$ cat config.mk
export PLATFORM = sky130hd
export DESIGN_NAME = char_lcd_nibble_interface_flat
export DESIGN_NICKNAME = d
export VERILOG_FILES = /design/src/design/clni_pkg.sv /design/src/design/clni_if.sv /design/src/design/char_lcd_nibble_interface.sv /design/src/flat_wrapper.sv
export SDC_FILE = /design/constraint.sdc
export NUM_CORES = 1
export LEC_CHECK = 0
export BUFFER_PORTS_ARGS = -buffer_cell sky130_fd_sc_hd__buf_2
export CAP_MARGIN = 20
export CORE_ASPECT_RATIO = 1.1
export CORE_MARGIN = 2
export CORE_UTILIZATION = 60
export DETAILED_ROUTE_END_ITERATION = 16
export HOLD_SLACK_MARGIN = 0.15
export PLACE_DENSITY_LB_ADDON = 0.12
export SKIP_CTS_REPAIR_TIMING = 1
export SLEW_MARGIN = 10
export SYNTH_ARGS = -nofsm -noshare
export SYNTH_HDL_FRONTEND = slang
export SYNTH_SLANG_ARGS = --single-unit
$ cat constraint.sdc
create_clock -name clock -period 6.6 [get_ports clock]
set_input_delay 0.33 -clock clock [delete_from_list [all_inputs] [get_ports clock]]
set_output_delay 0.33 -clock clock [all_outputs]
set_load 0.03 [all_outputs]
$ cat src/design/clni_pkg.sv
// ----------------------------------------------------------------------------
// clni_pkg: shared types and constants for the character LCD nibble interface
// Request codes, sequencer phases, init steps, register map and pin constants.
// ----------------------------------------------------------------------------
package clni_pkg;

   // payload widths
   localparam int REQ_TYPE_W  = 3;
   localparam int BYTE_W      = 8;
   localparam int LINE_W      = 3;
   localparam int COLUMN_W    = 6;
   localparam int NIBBLE_W    = 4;
   localparam int CSR_INDEX_W = 3;
   localparam int CSR_DATA_W  = 16;
   localparam int TICK_W      = 16;
   localparam int MS_W        = 8;
   localparam int SETTLE_W    = 10;

   typedef enum logic [REQ_TYPE_W-1:0] {
      REQ_TICK   = 3'd0,
      REQ_CMD    = 3'd1,
      REQ_CHAR   = 3'd2,
      REQ_CURSOR = 3'd3,
      REQ_CLEAR  = 3'd4,
      REQ_INIT   = 3'd5
   } req_code_type;

   typedef enum logic [3:0] {
      PH_IDLE    = 4'd0,
      PH_HI_EN   = 4'd1,
      PH_GAP     = 4'd2,
      PH_LO_EN   = 4'd3,
      PH_SETTLE  = 4'd4,
      PH_STROBE  = 4'd5,
      PH_US_WAIT = 4'd6,
      PH_WD_HI   = 4'd7,
      PH_WD_LO   = 4'd8
   } phase_type;

   typedef enum logic [3:0] {
      STEP_NONE       = 4'd0,
      STEP_POWER_WAIT = 4'd1,
      STEP_WAKE_1     = 4'd2,
      STEP_WAIT_5MS_1 = 4'd3,
      STEP_WAKE_2     = 4'd4,
      STEP_WAIT_100US = 4'd5,
      STEP_WAKE_3     = 4'd6,
      STEP_WAIT_5MS_2 = 4'd7,
      STEP_SET_4BIT   = 4'd8,
      STEP_WAIT_40US  = 4'd9,
      STEP_FUNC_SET   = 4'd10,
      STEP_DISP_OFF   = 4'd11,
      STEP_DISP_ON    = 4'd12,
      STEP_ENTRY_MODE = 4'd13,
      STEP_CLEAR_TAIL = 4'd14
   } init_step_type;

   typedef enum logic [CSR_INDEX_W-1:0] {
      CSR_TWO_LINE   = 3'd0,
      CSR_WIDE_ROWS  = 3'd1,
      CSR_PULSE      = 3'd2,
      CSR_SETTLE     = 3'd3,
      CSR_TICK_MS    = 3'd4,
      CSR_CLEAR_MS   = 3'd5,
      CSR_POWER_MS   = 3'd6
   } csr_index_type;

   // row base addresses
   localparam logic [BYTE_W-1:0] BASE_LINE1      = 8'h80;
   localparam logic [BYTE_W-1:0] BASE_LINE2      = 8'hC0;
   localparam logic [BYTE_W-1:0] BASE_LINE3_WIDE = 8'h94;
   localparam logic [BYTE_W-1:0] BASE_LINE4_WIDE = 8'hD4;
   localparam logic [BYTE_W-1:0] BASE_LINE3      = 8'h90;
   localparam logic [BYTE_W-1:0] BASE_LINE4      = 8'hD0;

   // controller commands
   localparam logic [BYTE_W-1:0] CMD_FUNC_2LINE = 8'b0010_1000;
   localparam logic [BYTE_W-1:0] CMD_FUNC_1LINE = 8'b0010_0000;
   localparam logic [BYTE_W-1:0] CMD_DISP_OFF   = 8'b0000_1000;
   localparam logic [BYTE_W-1:0] CMD_DISP_ON    = 8'b0000_1100;
   localparam logic [BYTE_W-1:0] CMD_ENTRY_MODE = 8'b0000_0110;
   localparam logic [BYTE_W-1:0] CMD_CLEAR      = 8'h01;

   localparam logic [NIBBLE_W-1:0] NIB_WAKE  = 4'h3;
   localparam logic [NIBBLE_W-1:0] NIB_4BIT  = 4'h2;

   localparam logic [TICK_W-1:0] WAIT_100US = 16'd100;
   localparam logic [TICK_W-1:0] WAIT_40US  = 16'd40;
   localparam logic [MS_W-1:0]   WAIT_5MS   = 8'd5;

   // register reset values
   localparam logic                RST_TWO_LINE  = 1'b1;
   localparam logic                RST_WIDE_ROWS = 1'b0;
   localparam logic [7:0]          RST_PULSE     = 8'd1;
   localparam logic [SETTLE_W-1:0] RST_SETTLE    = 10'd50;
   localparam logic [TICK_W-1:0]   RST_TICK_MS   = 16'd1000;
   localparam logic [MS_W-1:0]     RST_CLEAR_MS  = 8'd3;
   localparam logic [MS_W-1:0]     RST_POWER_MS  = 8'd15;

endpackage

$ cat src/design/clni_if.sv
// ----------------------------------------------------------------------------
// clni channel interfaces
// Request, response and register-write channels with valid/ready handshake.
// ----------------------------------------------------------------------------
interface clni_req_if;
   logic                                valid;
   logic                                ready;
   logic [clni_pkg::REQ_TYPE_W-1:0]     req_type;
   logic [clni_pkg::BYTE_W-1:0]         byte_value;
   logic [clni_pkg::LINE_W-1:0]         line_number;
   logic [clni_pkg::COLUMN_W-1:0]       column;

   modport source (output valid, req_type, byte_value, line_number, column,
                   input ready);
   modport sink   (input valid, req_type, byte_value, line_number, column,
                   output ready);
endinterface

interface clni_rsp_if;
   logic                                valid;
   logic                                ready;
   logic                                reg_select;
   logic                                enable_pin;
   logic [clni_pkg::NIBBLE_W-1:0]       data_nibble;
   logic                                watchdog_pin;
   logic                                busy_res;
   logic                                rejected;

   modport source (output valid, reg_select, enable_pin, data_nibble, watchdog_pin,
                   busy_res, rejected, input ready);
   modport sink   (input valid, reg_select, enable_pin, data_nibble, watchdog_pin,
                   busy_res, rejected, output ready);
endinterface

interface clni_csr_if;
   logic                                valid;
   logic                                ready;
   logic [clni_pkg::CSR_INDEX_W-1:0]    reg_index;
   logic [clni_pkg::CSR_DATA_W-1:0]     wr_data;

   modport source (output valid, reg_index, wr_data, input ready);
   modport sink   (input valid, reg_index, wr_data, output ready);
endinterface

$ cat src/design/char_lcd_nibble_interface.sv
// The result of an accepted item is registered and offered on rsp_ch in the cycle
//   after the transfer; the pin sequencer advances in that same clock edge.
// Throughput: one item per cycle; a new item is taken while the previous result
//   waits in the output register, as long as that register frees this cycle.
// Reset (synchronous, active high): sequencer idle, pins low, registers at
//   their documented defaults, no result pending.
// ----------------------------------------------------------------------------
// char_lcd_nibble_interface
// 4-bit write-only character LCD bus sequencer driven by microsecond ticks.
// ----------------------------------------------------------------------------
module char_lcd_nibble_interface (
   input  logic         clock,
   input  logic         reset,
   clni_req_if.sink     req_ch,
   clni_rsp_if.source   rsp_ch,
   clni_csr_if.sink     csr_ch
);
   import clni_pkg::*;

   // ------------------------------------------------------------------
   // configuration registers
   // ------------------------------------------------------------------
   logic                two_line_ff;
   logic                wide_rows_ff;
   logic [7:0]          pulse_ff;
   logic [SETTLE_W-1:0] settle_ff;
   logic [TICK_W-1:0]   tick_ms_ff;
   logic [MS_W-1:0]     clear_ms_ff;
   logic [MS_W-1:0]     power_ms_ff;

   // ------------------------------------------------------------------
   // sequencer state
   // ------------------------------------------------------------------
   phase_type           phase_ff, phase_in;
   logic [TICK_W-1:0]   tick_ff, tick_in;
   logic [MS_W-1:0]     ms_ff, ms_in;
   logic [BYTE_W-1:0]   held_ff, held_in;
   init_step_type       step_ff, step_in;
   logic                rs_ff, rs_in;
   logic                en_ff, en_in;
   logic [NIBBLE_W-1:0] nib_ff, nib_in;
   logic                wd_ff, wd_in;

   // output register
   logic                rsp_valid_ff, rsp_valid_in;
   logic                rsp_rs_ff, rsp_en_ff, rsp_wd_ff, rsp_busy_ff, rsp_rej_ff;
   logic [NIBBLE_W-1:0] rsp_nib_ff;

   logic                req_fire;
   logic                rej;

   // sequence start requests, applied after the phase decode
   logic                adv;
   init_step_type       adv_step;
   logic                sb;
   logic [BYTE_W-1:0]   sb_val;
   logic                sm;
   logic [MS_W-1:0]     sm_n;
   logic                ss;
   logic [NIBBLE_W-1:0] ss_nib;
   logic                su;
   logic [TICK_W-1:0]   su_n;

   // durations with zero read as one
   logic [TICK_W-1:0]   pulse_len;
   logic [TICK_W-1:0]   settle_len;
   logic [TICK_W-1:0]   ms_len;
   logic [BYTE_W-1:0]   cursor_base;

   // Accept a new item whenever the output register is empty or drains now.
   assign req_ch.ready = !rsp_valid_ff || rsp_ch.ready;
   assign req_fire     = req_ch.valid && req_ch.ready;
   assign csr_ch.ready = 1'b1;

   assign pulse_len  = (pulse_ff == 8'd0) ? TICK_W'(1) : TICK_W'(pulse_ff);
   assign settle_len = (settle_ff == '0) ? TICK_W'(1) : TICK_W'(settle_ff);
   assign ms_len     = (tick_ms_ff == '0) ? TICK_W'(1) : tick_ms_ff;

   // Pick the row base for a cursor move; lines outside one to four are dropped.
   always_comb begin
      unique case (req_ch.line_number)
         3'd1:    cursor_base = BASE_LINE1;
         3'd2:    cursor_base = BASE_LINE2;
         3'd3:    cursor_base = wide_rows_ff ? BASE_LINE3_WIDE : BASE_LINE3;
         3'd4:    cursor_base = wide_rows_ff ? BASE_LINE4_WIDE : BASE_LINE4;
         default: cursor_base = BASE_LINE1;
      endcase
   end

   // ------------------------------------------------------------------
   // configuration writes
   // ------------------------------------------------------------------
   always_ff @(posedge clock) begin
      if (reset) begin
         two_line_ff  <= RST_TWO_LINE;
         wide_rows_ff <= RST_WIDE_ROWS;
         pulse_ff     <= RST_PULSE;
         settle_ff    <= RST_SETTLE;
         tick_ms_ff   <= RST_TICK_MS;
         clear_ms_ff  <= RST_CLEAR_MS;
         power_ms_ff  <= RST_POWER_MS;
      end else if (csr_ch.valid && csr_ch.ready) begin
         unique case (csr_ch.reg_index)
            CSR_TWO_LINE:  two_line_ff  <= csr_ch.wr_data[0];
            CSR_WIDE_ROWS: wide_rows_ff <= csr_ch.wr_data[0];
            CSR_PULSE:     pulse_ff     <= csr_ch.wr_data[7:0];
            CSR_SETTLE:    settle_ff    <= csr_ch.wr_data[SETTLE_W-1:0];
            CSR_TICK_MS:   tick_ms_ff   <= csr_ch.wr_data[TICK_W-1:0];
            CSR_CLEAR_MS:  clear_ms_ff  <= csr_ch.wr_data[MS_W-1:0];
            CSR_POWER_MS:  power_ms_ff  <= csr_ch.wr_data[MS_W-1:0];
            default: ;  // index beyond the map: drop the write
         endcase
      end
   end

   // ------------------------------------------------------------------
   // next state: one pass per accepted item
   // ------------------------------------------------------------------
   always_comb begin
      phase_in = phase_ff;
      tick_in  = tick_ff;
      ms_in    = ms_ff;
      held_in  = held_ff;
      step_in  = step_ff;
      rs_in    = rs_ff;
      en_in    = en_ff;
      nib_in   = nib_ff;
      wd_in    = wd_ff;
      rej      = 1'b0;
      adv      = 1'b0;
      adv_step = step_ff;
      sb       = 1'b0;
      sb_val   = '0;
      sm       = 1'b0;
      sm_n     = '0;
      ss       = 1'b0;
      ss_nib   = '0;
      su       = 1'b0;
      su_n     = '0;

      if (req_fire) begin
         case (req_ch.req_type) inside
            REQ_TICK: begin
               // Count down the current level; on expiry move to the next phase.
               if (phase_ff != PH_IDLE) begin
                  if (tick_ff > TICK_W'(1)) begin
                     tick_in = tick_ff - TICK_W'(1);
                  end else begin
                     tick_in = '0;
                     unique case (phase_ff)
                        PH_HI_EN: begin
                           en_in    = 1'b0;
                           nib_in   = held_ff[3:0];
                           phase_in = PH_GAP;
                           tick_in  = TICK_W'(1);
                        end
                        PH_GAP: begin
                           en_in    = 1'b1;
                           phase_in = PH_LO_EN;
                           tick_in  = pulse_len;
                        end
                        PH_LO_EN: begin
                           en_in    = 1'b0;
                           phase_in = PH_SETTLE;
                           tick_in  = settle_len;
                        end
                        PH_STROBE: begin
                           en_in = 1'b0;
                           adv   = 1'b1;
                        end
                        PH_WD_HI: begin
                           wd_in    = 1'b0;
                           phase_in = PH_WD_LO;
                           tick_in  = ms_len;
                        end
                        PH_WD_LO: begin
                           // Kick the watchdog again unless the last unit ended.
                           ms_in = ms_ff - MS_W'(1);
                           if (ms_ff != MS_W'(1)) begin
                              wd_in    = 1'b1;
                              phase_in = PH_WD_HI;
                              tick_in  = TICK_W'(1);
                           end else begin
                              adv = 1'b1;
                           end
                        end
                        default: adv = 1'b1;  // settle or fixed wait done
                     endcase
                  end
               end
            end
            REQ_CMD, REQ_CHAR, REQ_CURSOR, REQ_CLEAR, REQ_INIT: begin
               if (phase_ff != PH_IDLE) begin
                  rej = 1'b1;  // drop the request, keep the running sequence
               end else begin
                  case (req_ch.req_type)
                     REQ_CMD: begin
                        rs_in   = 1'b0;
                        step_in = STEP_NONE;
                        sb      = 1'b1;
                        sb_val  = req_ch.byte_value;
                     end
                     REQ_CHAR: begin
                        rs_in   = 1'b1;
                        step_in = STEP_NONE;
                        sb      = 1'b1;
                        sb_val  = req_ch.byte_value;
                     end
                     REQ_CURSOR: begin
                        if (req_ch.line_number >= 3'd1 && req_ch.line_number <= 3'd4) begin
                           rs_in   = 1'b0;
                           step_in = STEP_NONE;
                           sb      = 1'b1;
                           sb_val  = cursor_base - BYTE_W'(1)
                                     + BYTE_W'(req_ch.column);
                        end
                     end
                     REQ_CLEAR: begin
                        rs_in   = 1'b0;
                        step_in = STEP_CLEAR_TAIL;
                        sb      = 1'b1;
                        sb_val  = CMD_CLEAR;
                     end
                     default: begin  // init
                        rs_in    = 1'b0;
                        adv      = 1'b1;
                        adv_step = STEP_POWER_WAIT;
                     end
                  endcase
               end
            end
            default: ;  // unknown request code: no time passes
         endcase
      end

      // Step through the init and clear-tail sequence.
      if (adv) begin
         if (adv_step >= STEP_POWER_WAIT && adv_step <= STEP_DISP_ON) begin
            step_in = init_step_type'(adv_step + 4'd1);
         end else begin
            step_in = STEP_NONE;
         end
         unique case (adv_step)
            STEP_POWER_WAIT: begin sm = 1'b1; sm_n = power_ms_ff; end
            STEP_WAKE_1:     begin ss = 1'b1; ss_nib = NIB_WAKE; end
            STEP_WAIT_5MS_1: begin sm = 1'b1; sm_n = WAIT_5MS; end
            STEP_WAKE_2:     begin ss = 1'b1; ss_nib = nib_ff; end
            STEP_WAIT_100US: begin su = 1'b1; su_n = WAIT_100US; end
            STEP_WAKE_3:     begin ss = 1'b1; ss_nib = nib_ff; end
            STEP_WAIT_5MS_2: begin sm = 1'b1; sm_n = WAIT_5MS; end
            STEP_SET_4BIT:   begin ss = 1'b1; ss_nib = NIB_4BIT; end
            STEP_WAIT_40US:  begin su = 1'b1; su_n = WAIT_40US; end
            STEP_FUNC_SET: begin
               sb     = 1'b1;
               sb_val = two_line_ff ? CMD_FUNC_2LINE : CMD_FUNC_1LINE;
            end
            STEP_DISP_OFF:   begin sb = 1'b1; sb_val = CMD_DISP_OFF; end
            STEP_DISP_ON:    begin sb = 1'b1; sb_val = CMD_DISP_ON; end
            STEP_ENTRY_MODE: begin sb = 1'b1; sb_val = CMD_ENTRY_MODE; end
            STEP_CLEAR_TAIL: begin sm = 1'b1; sm_n = clear_ms_ff; end
            default: begin
               phase_in = PH_IDLE;
               en_in    = 1'b0;
               wd_in    = 1'b0;
               tick_in  = '0;
            end
         endcase
      end

      // Load the first level of whichever sequence starts.
      if (sb) begin
         held_in  = sb_val;
         nib_in   = sb_val[7:4];
         en_in    = 1'b1;
         phase_in = PH_HI_EN;
         tick_in  = pulse_len;
      end
      if (sm) begin
         ms_in    = (sm_n == '0) ? MS_W'(1) : sm_n;
         wd_in    = 1'b1;
         phase_in = PH_WD_HI;
         tick_in  = TICK_W'(1);
      end
      if (ss) begin
         nib_in   = ss_nib;
         en_in    = 1'b1;
         phase_in = PH_STROBE;
         tick_in  = pulse_len;
      end
      if (su) begin
         phase_in = PH_US_WAIT;
         tick_in  = su_n;
      end
   end

   always_ff @(posedge clock) begin
      if (reset) begin
         phase_ff <= PH_IDLE;
         tick_ff  <= '0;
         ms_ff    <= '0;
         held_ff  <= '0;
         step_ff  <= STEP_NONE;
         rs_ff    <= 1'b0;
         en_ff    <= 1'b0;
         nib_ff   <= '0;
         wd_ff    <= 1'b0;
      end else begin
         phase_ff <= phase_in;
         tick_ff  <= tick_in;
         ms_ff    <= ms_in;
         held_ff  <= held_in;
         step_ff  <= step_in;
         rs_ff    <= rs_in;
         en_ff    <= en_in;
         nib_ff   <= nib_in;
         wd_ff    <= wd_in;
      end
   end

   // ------------------------------------------------------------------
   // output register: hold the result until the transfer completes
   // ------------------------------------------------------------------
   assign rsp_valid_in = req_fire ? 1'b1 : (rsp_ch.ready ? 1'b0 : rsp_valid_ff);

   always_ff @(posedge clock) begin
      if (reset) begin
         rsp_valid_ff <= 1'b0;
      end else begin
         rsp_valid_ff <= rsp_valid_in;
      end
   end

   always_ff @(posedge clock) begin
      if (req_fire) begin
         rsp_rs_ff   <= rs_in;
         rsp_en_ff   <= en_in;
         rsp_nib_ff  <= nib_in;
         rsp_wd_ff   <= wd_in;
         rsp_busy_ff <= (phase_in != PH_IDLE);
         rsp_rej_ff  <= rej;
      end
   end

   always_comb begin
      rsp_ch.valid        = rsp_valid_ff;
      rsp_ch.reg_select   = rsp_rs_ff;
      rsp_ch.enable_pin   = rsp_en_ff;
      rsp_ch.data_nibble  = rsp_nib_ff;
      rsp_ch.watchdog_pin = rsp_wd_ff;
      rsp_ch.busy_res     = rsp_busy_ff;
      rsp_ch.rejected     = rsp_rej_ff;
   end

endmodule
$ cat src/flat_wrapper.sv
// flat-port wrapper written by rule: the top's interface ports become plain ports
module char_lcd_nibble_interface_flat import clni_pkg::*;
  (clock, reset, req_ch_valid, req_ch_req_type, req_ch_byte_value, req_ch_line_number, req_ch_column, req_ch_ready, rsp_ch_valid, rsp_ch_reg_select, rsp_ch_enable_pin, rsp_ch_data_nibble, rsp_ch_watchdog_pin, rsp_ch_busy_res, rsp_ch_rejected, rsp_ch_ready, csr_ch_valid, csr_ch_reg_index, csr_ch_wr_data, csr_ch_ready);
  clni_req_if req_ch_i ();
  clni_rsp_if rsp_ch_i ();
  clni_csr_if csr_ch_i ();
  input  logic clock;
  input  logic reset;
  input wire logic [$bits(req_ch_i.valid)-1:0] req_ch_valid;
  input wire logic [$bits(req_ch_i.req_type)-1:0] req_ch_req_type;
  input wire logic [$bits(req_ch_i.byte_value)-1:0] req_ch_byte_value;
  input wire logic [$bits(req_ch_i.line_number)-1:0] req_ch_line_number;
  input wire logic [$bits(req_ch_i.column)-1:0] req_ch_column;
  output wire logic [$bits(req_ch_i.ready)-1:0] req_ch_ready;
  output wire logic [$bits(rsp_ch_i.valid)-1:0] rsp_ch_valid;
  output wire logic [$bits(rsp_ch_i.reg_select)-1:0] rsp_ch_reg_select;
  output wire logic [$bits(rsp_ch_i.enable_pin)-1:0] rsp_ch_enable_pin;
  output wire logic [$bits(rsp_ch_i.data_nibble)-1:0] rsp_ch_data_nibble;
  output wire logic [$bits(rsp_ch_i.watchdog_pin)-1:0] rsp_ch_watchdog_pin;
  output wire logic [$bits(rsp_ch_i.busy_res)-1:0] rsp_ch_busy_res;
  output wire logic [$bits(rsp_ch_i.rejected)-1:0] rsp_ch_rejected;
  input wire logic [$bits(rsp_ch_i.ready)-1:0] rsp_ch_ready;
  input wire logic [$bits(csr_ch_i.valid)-1:0] csr_ch_valid;
  input wire logic [$bits(csr_ch_i.reg_index)-1:0] csr_ch_reg_index;
  input wire logic [$bits(csr_ch_i.wr_data)-1:0] csr_ch_wr_data;
  output wire logic [$bits(csr_ch_i.ready)-1:0] csr_ch_ready;
  assign req_ch_i.valid = req_ch_valid;
  assign req_ch_i.req_type = req_ch_req_type;
  assign req_ch_i.byte_value = req_ch_byte_value;
  assign req_ch_i.line_number = req_ch_line_number;
  assign req_ch_i.column = req_ch_column;
  assign req_ch_ready = req_ch_i.ready;
  assign rsp_ch_valid = rsp_ch_i.valid;
  assign rsp_ch_reg_select = rsp_ch_i.reg_select;
  assign rsp_ch_enable_pin = rsp_ch_i.enable_pin;
  assign rsp_ch_data_nibble = rsp_ch_i.data_nibble;
  assign rsp_ch_watchdog_pin = rsp_ch_i.watchdog_pin;
  assign rsp_ch_busy_res = rsp_ch_i.busy_res;
  assign rsp_ch_rejected = rsp_ch_i.rejected;
  assign rsp_ch_i.ready = rsp_ch_ready;
  assign csr_ch_i.valid = csr_ch_valid;
  assign csr_ch_i.reg_index = csr_ch_reg_index;
  assign csr_ch_i.wr_data = csr_ch_wr_data;
  assign csr_ch_ready = csr_ch_i.ready;
  char_lcd_nibble_interface u_core (.clock(clock), .reset(reset), .req_ch(req_ch_i), .rsp_ch(rsp_ch_i), .csr_ch(csr_ch_i));
endmodule
==> impl_metrics.env <==
export IMPL_async_flop_share_pct=0
export IMPL_drv_cap=0
export IMPL_grt_pass1_vias=5596
export IMPL_cts_max_level=3
export IMPL_cts_root_buf="clkbuf_16"
export IMPL_ys_ff_latch=105
export IMPL_postLayoutCellArea_mm2=0.00687
export IMPL_hold_ws_ns=0.209
export IMPL_clk_latency_ns=0.35
export IMPL_tns_ns=0
export IMPL_timing_fmax_ghz=0.250
export IMPL_grt_max_degree=86
export IMPL_syn_inst=793
export IMPL_syn_area_mm2=0.00627
export IMPL_worst_path_max_fanout=11
export IMPL_initial_core_util_pct=60.9
export IMPL_nFillCells=878
export IMPL_grt_antenna_before_repair=0
export IMPL_antenna_left=0
export IMPL_cp_arrival_ns=4.22
export IMPL_synth_area_per_cell_um2=7.90
export IMPL_vias_per_cell=6.17
export IMPL_dp_hpwl_um=12300
export IMPL_min_path_type="in -> reg"
export IMPL_grt_overflow=0
export IMPL_dieWidth_um=101
export IMPL_leakagePower_nw=2.65
export IMPL_post_route_drc_count=0
export IMPL_totalWireLength_um=16600
export IMPL_via_count=5971
export IMPL_cts_made_buffers=9
export IMPL_dieArea_mm2=0.0113
export IMPL_path_class="reg -> reg"
export IMPL_final_cell_mix="139 x nand2_1, 96 x dfxtp_1, 75 x nor2_1"
export IMPL_area_growth_syn_to_layout_pct=9.56
export IMPL_min_period_over_period_pct=60.7
export IMPL_vdd_drop_max_uv=166
export IMPL_setup_violations=0
export IMPL_synth_ff_type="dfxtp_1"
export IMPL_drt_wirelength_per_cell_um=17.2
export IMPL_num_nets_final=881
export IMPL_die_h_um=111
export IMPL_cts_clk_slew_worst_paths_ns=0.07
export IMPL_finalCriticalPeriod_ns=4.00
export IMPL_ioPinCount=56
export IMPL_portBuffers=54
export IMPL_multi_input_area_mm2=0.00378
export IMPL_clk_path_buf_depth=2
export IMPL_seq_area_frac_synth_pct=35.0
export IMPL_cts_tree="yes"
export IMPL_post_dp_cell_area_mm2=0.00655
export IMPL_power_mw=1.51
export IMPL_worstPathRequired_ns=6.81
export IMPL_cts_sinks=105
export IMPL_final_common_cell="nand2_1"
export IMPL_synth_edf_count=9
export IMPL_drive_above_1_share_pct=12.4
export IMPL_synth_fp_nets=855
export IMPL_critPathLaunchType="register"
export IMPL_rsz0062_at_grt="false"
export IMPL_end_kind="register"
export IMPL_relSlewSlack_pct=36.8
export IMPL_row_count=39
export IMPL_placedCellCount=951
export IMPL_finalClockSkew_ns=0.00719
export IMPL_core_region_area_mm2=0.0103
export IMPL_worst_slew_pin_slew_ns=0.934
export IMPL_powerDensity_mw_per_mm2=220
export IMPL_yosysWarningCount=0
export IMPL_grt_pass1_wl_um=27500
export IMPL_gp_congestion=0.929
export IMPL_antenna_cells=0
export IMPL_hold_viol=0
export IMPL_first_iter_violations=520
export IMPL_status="finished clean"
export IMPL_fin_cells=967
export IMPL_ff_latch_area_mm2=0.00219
export IMPL_ys_types=86
export IMPL_firstDrtPassIters=5
export IMPL_slew_violations=0
export IMPL_grt_use_total_pct=30.3
[routing by layer]
layer	vias up	global-route usage (%)	wire [um]
met5	-	0	0
met4	0	11.0	405
met3	27	4.29	1020
met2	234	49.7	7980
met1	2794	40.4	7240
li1	2916	-	-
[cells by family (layout without fill, tap and decap cells)]
kind of cell / Yosys count / in the layout / share of synthesized area, %
xor gates and xnor gates: 16 / 16 / 2.24
AOI/OAI and AO/OA: 205 / 205 / 22.8
muxes: 13 / 13 / 2.10
buffers and inverters: 69 / 100 / 4.71
other: 1 / 1 / 0.0598
adders and majority gates: 18 / 18 / 3.71
and+or+nand+nor: 366 / 366 / 29.4
DFF: 105 / 105 / 35.0
[synth_stat cells, types with 5 or more instances]
| library cell | instances | area [um^2] |
|---|---|---|
| and2_1 | 5 | 31.3 |
| edfxtp_1 | 9 | 270 |
| nor4_1 | 14 | 87.6 |
| nand2_1 | 139 | 522 |
| a22oi_1 | 15 | 113 |
| inv_1 | 25 | 93.8 |
| ha_1 | 17 | 213 |
| a32oi_1 | 5 | 43.8 |
| clkbuf_1 | 30 | 113 |
| a211oi_1 | 14 | 105 |
| dfxtp_1 | 96 | 1920 |
| xnor2_1 | 9 | 78.8 |
| nor2_1 | 75 | 282 |
| a222oi_1 | 8 | 80.1 |
| mux2i_1 | 12 | 120 |
| nand3b_1 | 17 | 128 |
| buf_2 | 8 | 40.0 |
| a21oi_1 | 68 | 340 |
| nor2b_1 | 16 | 100 |
| o21ai_0 | 28 | 140 |
| nor3_1 | 23 | 115 |
| or3_1 | 8 | 50.1 |
| nand2b_1 | 14 | 87.6 |
| xor2_1 | 7 | 61.3 |
| nand3_1 | 20 | 100 |
| a22o_1 | 6 | 52.6 |
| a31oi_1 | 7 | 43.8 |
[final timing paths]
path                            slack [ns]                           endpoint                      startpoint  cells past startpoint
worst max-delay path                  2.60   u_core.rsp_ch.busy_res$_DFFE_PP_   u_core.phase_ff[1]$_SDFF_PP0_                     12
worst max register to register        2.60   u_core.rsp_ch.busy_res$_DFFE_PP_   u_core.phase_ff[1]$_SDFF_PP0_                     12
worst min register to register        0.46     u_core.held_ff[2]$_SDFFE_PP0P_  u_core.held_ff[2]$_SDFFE_PP0P_                      2
worst min-delay path                  0.21  u_core.tick_ms_ff[9]$_SDFFE_PP1P_               csr_ch_wr_data[9]                      3
[worst max-delay path, cell delays in order, from the launching register on]
cell      delay (ns)
dfxtp_1         0.45
nor4_4          0.50
nand3_2         0.21
nor2_1          0.55
nor2_1          0.19
ha_1            0.38
nor3_1          0.19
a21oi_1         0.08
and3_1          0.25
a31oi_2         0.45
a21boi_2        0.33
o221ai_2        0.14
nand4_1         0.14
[flip-flops by register name, indices dropped and copies added (netlist names), 4 cells and up]
signal,flops
u_core.settle_ff,10
u_core.tick_ms_ff,16
u_core.phase_ff,4
u_core.tick_ff,16
u_core.held_ff,4
u_core.power_ms_ff,8
u_core.clear_ms_ff,8
u_core.nib_ff,4
u_core.rsp_ch.data_nibble,4
u_core.ms_ff,8
u_core.pulse_ff,8
u_core.step_ff,4
[final cells by class]
type | instances | area share, %
multi-input combinational | 619 | 55.0
timing repair buffer | 59 | 4.48
clock inverter | 7 | 1.29
tap | 143 | 2.61
inverter | 25 | 1.37
sequential | 105 | 31.9
clock buffer | 9 | 3.28
[where the power goes]
group / total (mW) / switching (mW) / internal [mW]
Combinational: 0.265 / 0.170 / 0.0941
Sequential: 0.687 / 0.0224 / 0.664
Clock: 0.560 / 0.257 / 0.302
Total: 1.51 / 0.450 / 1.06
[stage by stage]
| stage | utilization, % | setup slack [ns] |
|---|---|---|
| after CTS | 66.7 | 2.63 |
| after detailed placement | 63.6 | 2.67 |
| after global placement | 63.6 | 2.82 |
| final | 66.7 | 2.60 |
| after floorplan | - | 3.10 |
| after global routing | 66.7 | 2.20 |
Note: power is estimated with default switching activity, not from simulation.
